`config.mk`:
```
export PLATFORM = sky130hd
export DESIGN_NAME = efca_ctrl
export DESIGN_NICKNAME = d
export VERILOG_FILES = /design/src/hw/rtl/efca_pkg.sv /design/src/hw/rtl/efca_ctrl.sv
export SDC_FILE = /design/constraint.sdc
export NUM_CORES = 1
export LEC_CHECK = 0
export BUFFER_PORTS_ARGS = -buffer_cell sky130_fd_sc_hd__buf_2
export CAP_MARGIN = 20
export CELL_PAD_IN_SITES_DETAIL_PLACEMENT = 2
export CELL_PAD_IN_SITES_GLOBAL_PLACEMENT = 2
export CORE_AREA = 5 5 42 44
export CTS_CLUSTER_SIZE = 16
export DETAILED_ROUTE_END_ITERATION = 16
export DIE_AREA = 0 0 47 49
export GPL_TIMING_DRIVEN = 0
export MAX_ROUTING_LAYER = met4
export PLACE_DENSITY = 0.7
export REMOVE_ABC_BUFFERS = 1
export SETUP_SLACK_MARGIN = 0.05
export SKIP_LAST_GASP = 1
export SYNTH_ARGS = -nofsm -noshare
export SYNTH_HDL_FRONTEND = slang
export SYNTH_SLANG_ARGS = --single-unit
```
`constraint.sdc`:
```
create_clock -name clk -period 2.1 [get_ports clk]
set_input_delay 0.42 -clock clk [delete_from_list [all_inputs] [get_ports clk]]
set_output_delay 0.42 -clock clk [all_outputs]
set_load 0.05 [all_outputs]
```
`src/hw/rtl/efca_pkg.sv`:
```
// shared types and constants of the eta file column append block
`timescale 1ns / 1ps

package efca_pkg;

  // default sizes of the eta file
  localparam int DEF_ETA_DEPTH   = 65536;
  localparam int DEF_MAX_COLUMNS = 256;

  // item opcodes
  localparam logic [1:0] OP_START = 2'd0;
  localparam logic [1:0] OP_ELEM  = 2'd1;
  localparam logic [1:0] OP_CLEAR = 2'd2;
  localparam logic [1:0] OP_NOP   = 2'd3;

  // error codes
  localparam logic [1:0] ERR_OK    = 2'd0;
  localparam logic [1:0] ERR_PIVOT = 2'd1;
  localparam logic [1:0] ERR_FULL  = 2'd2;
  localparam logic [1:0] ERR_COLS  = 2'd3;

  // configuration register select (paddr bit 2)
  localparam logic REG_SKIP  = 1'b0;
  localparam logic REG_LIMIT = 1'b1;

  // reset values of the configuration registers
  localparam logic        SKIP_RESET  = 1'b1;
  localparam logic [16:0] LIMIT_RESET = 17'd65536;

  // reciprocal division: 2^48 over a 32-bit magnitude, one quotient bit a cycle
  localparam int DIV_BITS = 49;

  // commands from the controller to the datapath
  typedef struct packed {
    logic load;       // capture the accepted item
    logic div_start;  // launch the reciprocal division
    logic mul_en;     // capture the scale product
    logic rnd_en;     // capture the rounded product
    logic commit;     // update state and load the result register
  } cmd_t;

  // status from the datapath to the controller
  typedef struct packed {
    logic start_go;   // offered item is a start that opens a column
    logic elem_go;    // offered item is an element of an open column range
    logic div_busy;   // division still running
    logic out_free;   // result register can take a new item
  } st_t;

endpackage

```
`src/hw/rtl/efca_ctrl.sv`:
```
// controller state machine sequencing each item through the datapath
`timescale 1ns / 1ps

module efca_ctrl (
  input  logic           clk,
  input  logic           rst_n,
  input  logic           in_valid,
  output logic           in_ready,
  input  efca_pkg::st_t  st,
  output efca_pkg::cmd_t cmd
);
  import efca_pkg::*;

  localparam logic [2:0] S_IDLE = 3'd0;
  localparam logic [2:0] S_DIV  = 3'd1;
  localparam logic [2:0] S_MUL  = 3'd2;
  localparam logic [2:0] S_RND  = 3'd3;
  localparam logic [2:0] S_FIN  = 3'd4;

  logic [2:0] state_r, state_nxt;
  logic       accept;

  assign in_ready = (state_r == S_IDLE);
  assign accept   = in_valid && in_ready;

  // next state and commands
  always_comb begin
    state_nxt     = state_r;
    cmd           = '0;
    cmd.load      = accept;
    case (state_r)
      S_IDLE: begin
        if (accept) begin
          if (st.start_go) begin
            cmd.div_start = 1'b1;
            state_nxt     = S_DIV;
          end else if (st.elem_go) begin
            state_nxt = S_MUL;
          end else begin
            state_nxt = S_FIN;
          end
        end
      end
      S_DIV: begin
        if (!st.div_busy) begin
          state_nxt = S_FIN;
        end
      end
      S_MUL: begin
        cmd.mul_en = 1'b1;
        state_nxt  = S_RND;
      end
      S_RND: begin
        cmd.rnd_en = 1'b1;
        state_nxt  = S_FIN;
      end
      S_FIN: begin
        if (st.out_free) begin
          cmd.commit = 1'b1;
          state_nxt  = S_IDLE;
        end
      end
      default: begin
        state_nxt = S_IDLE;
      end
    endcase
  end

  // state register
  always_ff @(posedge clk) begin
    if (!rst_n) begin
      state_r <= S_IDLE;
    end else begin
      state_r <= state_nxt;
    end
  end

endmodule

```
==> reports/qor.txt <==
FP Rows: 14
Setup crit end kind: primary output
Seq/Total Area, Yosys: 0.229
Largest net degree at the start of global routing: 14
Hpwl dp: 575 um
Number of synthesized flops with an enable pin: 0
Placer Congestion: 0.669
Antenna diodes: 0
Hold Crit Depth: 2
Final setup TNS: 0 ps
DRC Markers: 0
Share of layout cells above drive strength 1: 0.378
Area share of the largest cell type after synthesis: 0.229
Fraction of the cycle the final worst path needs: 0.879
First-pass GRT wire length: 1240 um
CTS resizes: 0
DRT antenna net count: 0
RSZ-0062 raised after global routing: false
CTS Buf Count: 3
Seq cells post-synth: 3
Async SR Flop Fraction: 0
Pleak: 0.155 nW
Startpoint types: flip-flop
Clock transition at path regs: 40 ps
Post-CTS Setup Inserts: 0
# nets final: 53
Maximum vdd ir drop: 189 uV
Worst hold path type: input pin to flip-flop
Register area: 60.1 um2
Busiest grt layer: met2
Unique masters post-synth: 20
Antenna violations before repair: 0
Mean Syn Cell Area: 7.96 um2
Fill count: 184
Total wire length: 754 um
DRT iter0 DRCs: 0
# setup viols final: 0
Pre-antenna DRT Iters: 1
H-tree Lvls: 1
Top cells by area, synth: dfxtp_1, nor3_1, nor2b_1
Cell area after layout: 329 um2
Tot GR Track Use: 0.0779
Skew final: 4.58 ps
Fmax: 542 MHz
Max reg flops: 3
Regs by FF count: state_r: 3 flops
Grt met2 use: 0.118
Type of the worst setup path: flip-flop to primary output
Number of global-route vias before repair: 303
Layout area overhead: 25.2%
Final min period: 1850 ps
Setup WS post-layout: 255 ps
Total gr overflow: 0
Synth Warn #: 0
Via count: 298
I/O Buffers: 12
Multi-input logic area: 159 um2
Max Buffers Root-to-Sink: 2
CTS tree: built
Post-synthesis cell area: 263 um2
Largest fanout on the critical path: 13
IO Count: 13
Grt met1 use: 0.0810
Count leader, synth: nor3_1
Ys flop type: dfxtp_1
Clk_lat worst skew: 240 ps
Post-synth top cells: nor3_1, dfxtp_1, nor2_1, nor2b_1, nor4_1
Status: finished clean
Core box area: 0.00140 mm2
Clock tree sinks: 3
Routed length per instance: 12.4 um
Initial core utilization: 0.188
Power Density: 924 mW/mm2
Rel. slew slack: 0.694
Grt met3 use: 0.0148
Slew @ Worst Pin: 452 ps
CP arrival: 1430 ps
Final Slew Violations: 0
CP required: 1680 ps
# hold bufs at CTS: 0
Mapped Cells: 33
Fin. Hold Viols: 0
Place WS: 509 ps
Placed Area: 303 um2
Die area: 0.00230 mm2
Die height: 49 um
Die Width: 47 um
Vias/cell: 4.89
Root buffer cell: clkbuf_4
Largest register by flop count: state_r
Final core utilization: 0.235
MaxCap Viol Count: 0
Cell taking the most area after synthesis: dfxtp_1
Worst Reg-to-Reg Cells: 2
## placed cells by master, fill, tap and decap left out
cell and instances:
nor3_1 4, nor4b_1 1, clkbuf_1 1, nand2b_1 1, and2_1 1, nor4_1 3
a21oi_1 1, clkbuf_4 3, dfxtp_1 3, a211oi_1 1, nor2b_1 3, nor3_2 1
o41ai_2 1, nand2_1 2, buf_2 12, nor3b_1 1, inv_1 1, nand3_1 1
o311a_1 1, nor2_1 3
## per-stage QoR
stage	std cells	hold WS [ps]	total power [mW]
4_1_cts	61	437	0.312
3_3_place_gp	57	687	0.202
3_5_place_dp	57	690	0.204
5_1_grt	61	436	0.325
6_report	61	442	0.304
2_1_floorplan	29	543	0.170
## where the power goes
| part | internal, mW | total, mW | switching [mW] |
|---|---|---|---|
| clock network | 0.0713 | 0.103 | 0.0314 |
| logic | 0.0364 | 0.114 | 0.0774 |
| registers | 0.0643 | 0.0874 | 0.0231 |
## worst max-delay path, stage by stage, from the launching register on
cell and delay, ps:
dfxtp_1 560, nor2b_1 240, and2_1 140, buf_2 250
## logic make-up after synthesis
| logic type | Yosys count | share of synthesized area |
|---|---|---|
| AO/OA/AOI/OAI | 4 | 0.148 |
| AND/OR/NAND/NOR | 21 | 0.457 |
| buffers and inverters | 5 | 0.167 |
| flip-flops | 3 | 0.229 |
## cell type report
class	count	area share
Inverter	1	0.0114
Clock buffer	4	0.0798
Timing Repair Buffer	12	0.183
Multi-Input combinational cell	25	0.483
Sequential cell	3	0.183
Tap cell	16	0.0608
## path summary, 6_finish.rpt
kind,from,slack [ps],endpoint
setup reg to reg,state_r[2]$_SDFFE_PN0P_,820,state_r[0]$_SDFFE_PN0P_
hold reg to reg,state_r[0]$_SDFFE_PN0P_,710,state_r[1]$_SDFFE_PN0P_
setup / recovery,state_r[0]$_SDFFE_PN0P_,250,cmd[1]
hold / removal,rst_n,440,state_r[0]$_SDFFE_PN0P_
## routing by layer
metal	share of wire	routed length [um]
met5	0	0
met2	0.50	374
met3	0.064	48
met1	0.42	315
met4	0.021	16
No activity file was read; power rests on OpenSTA's default activity.
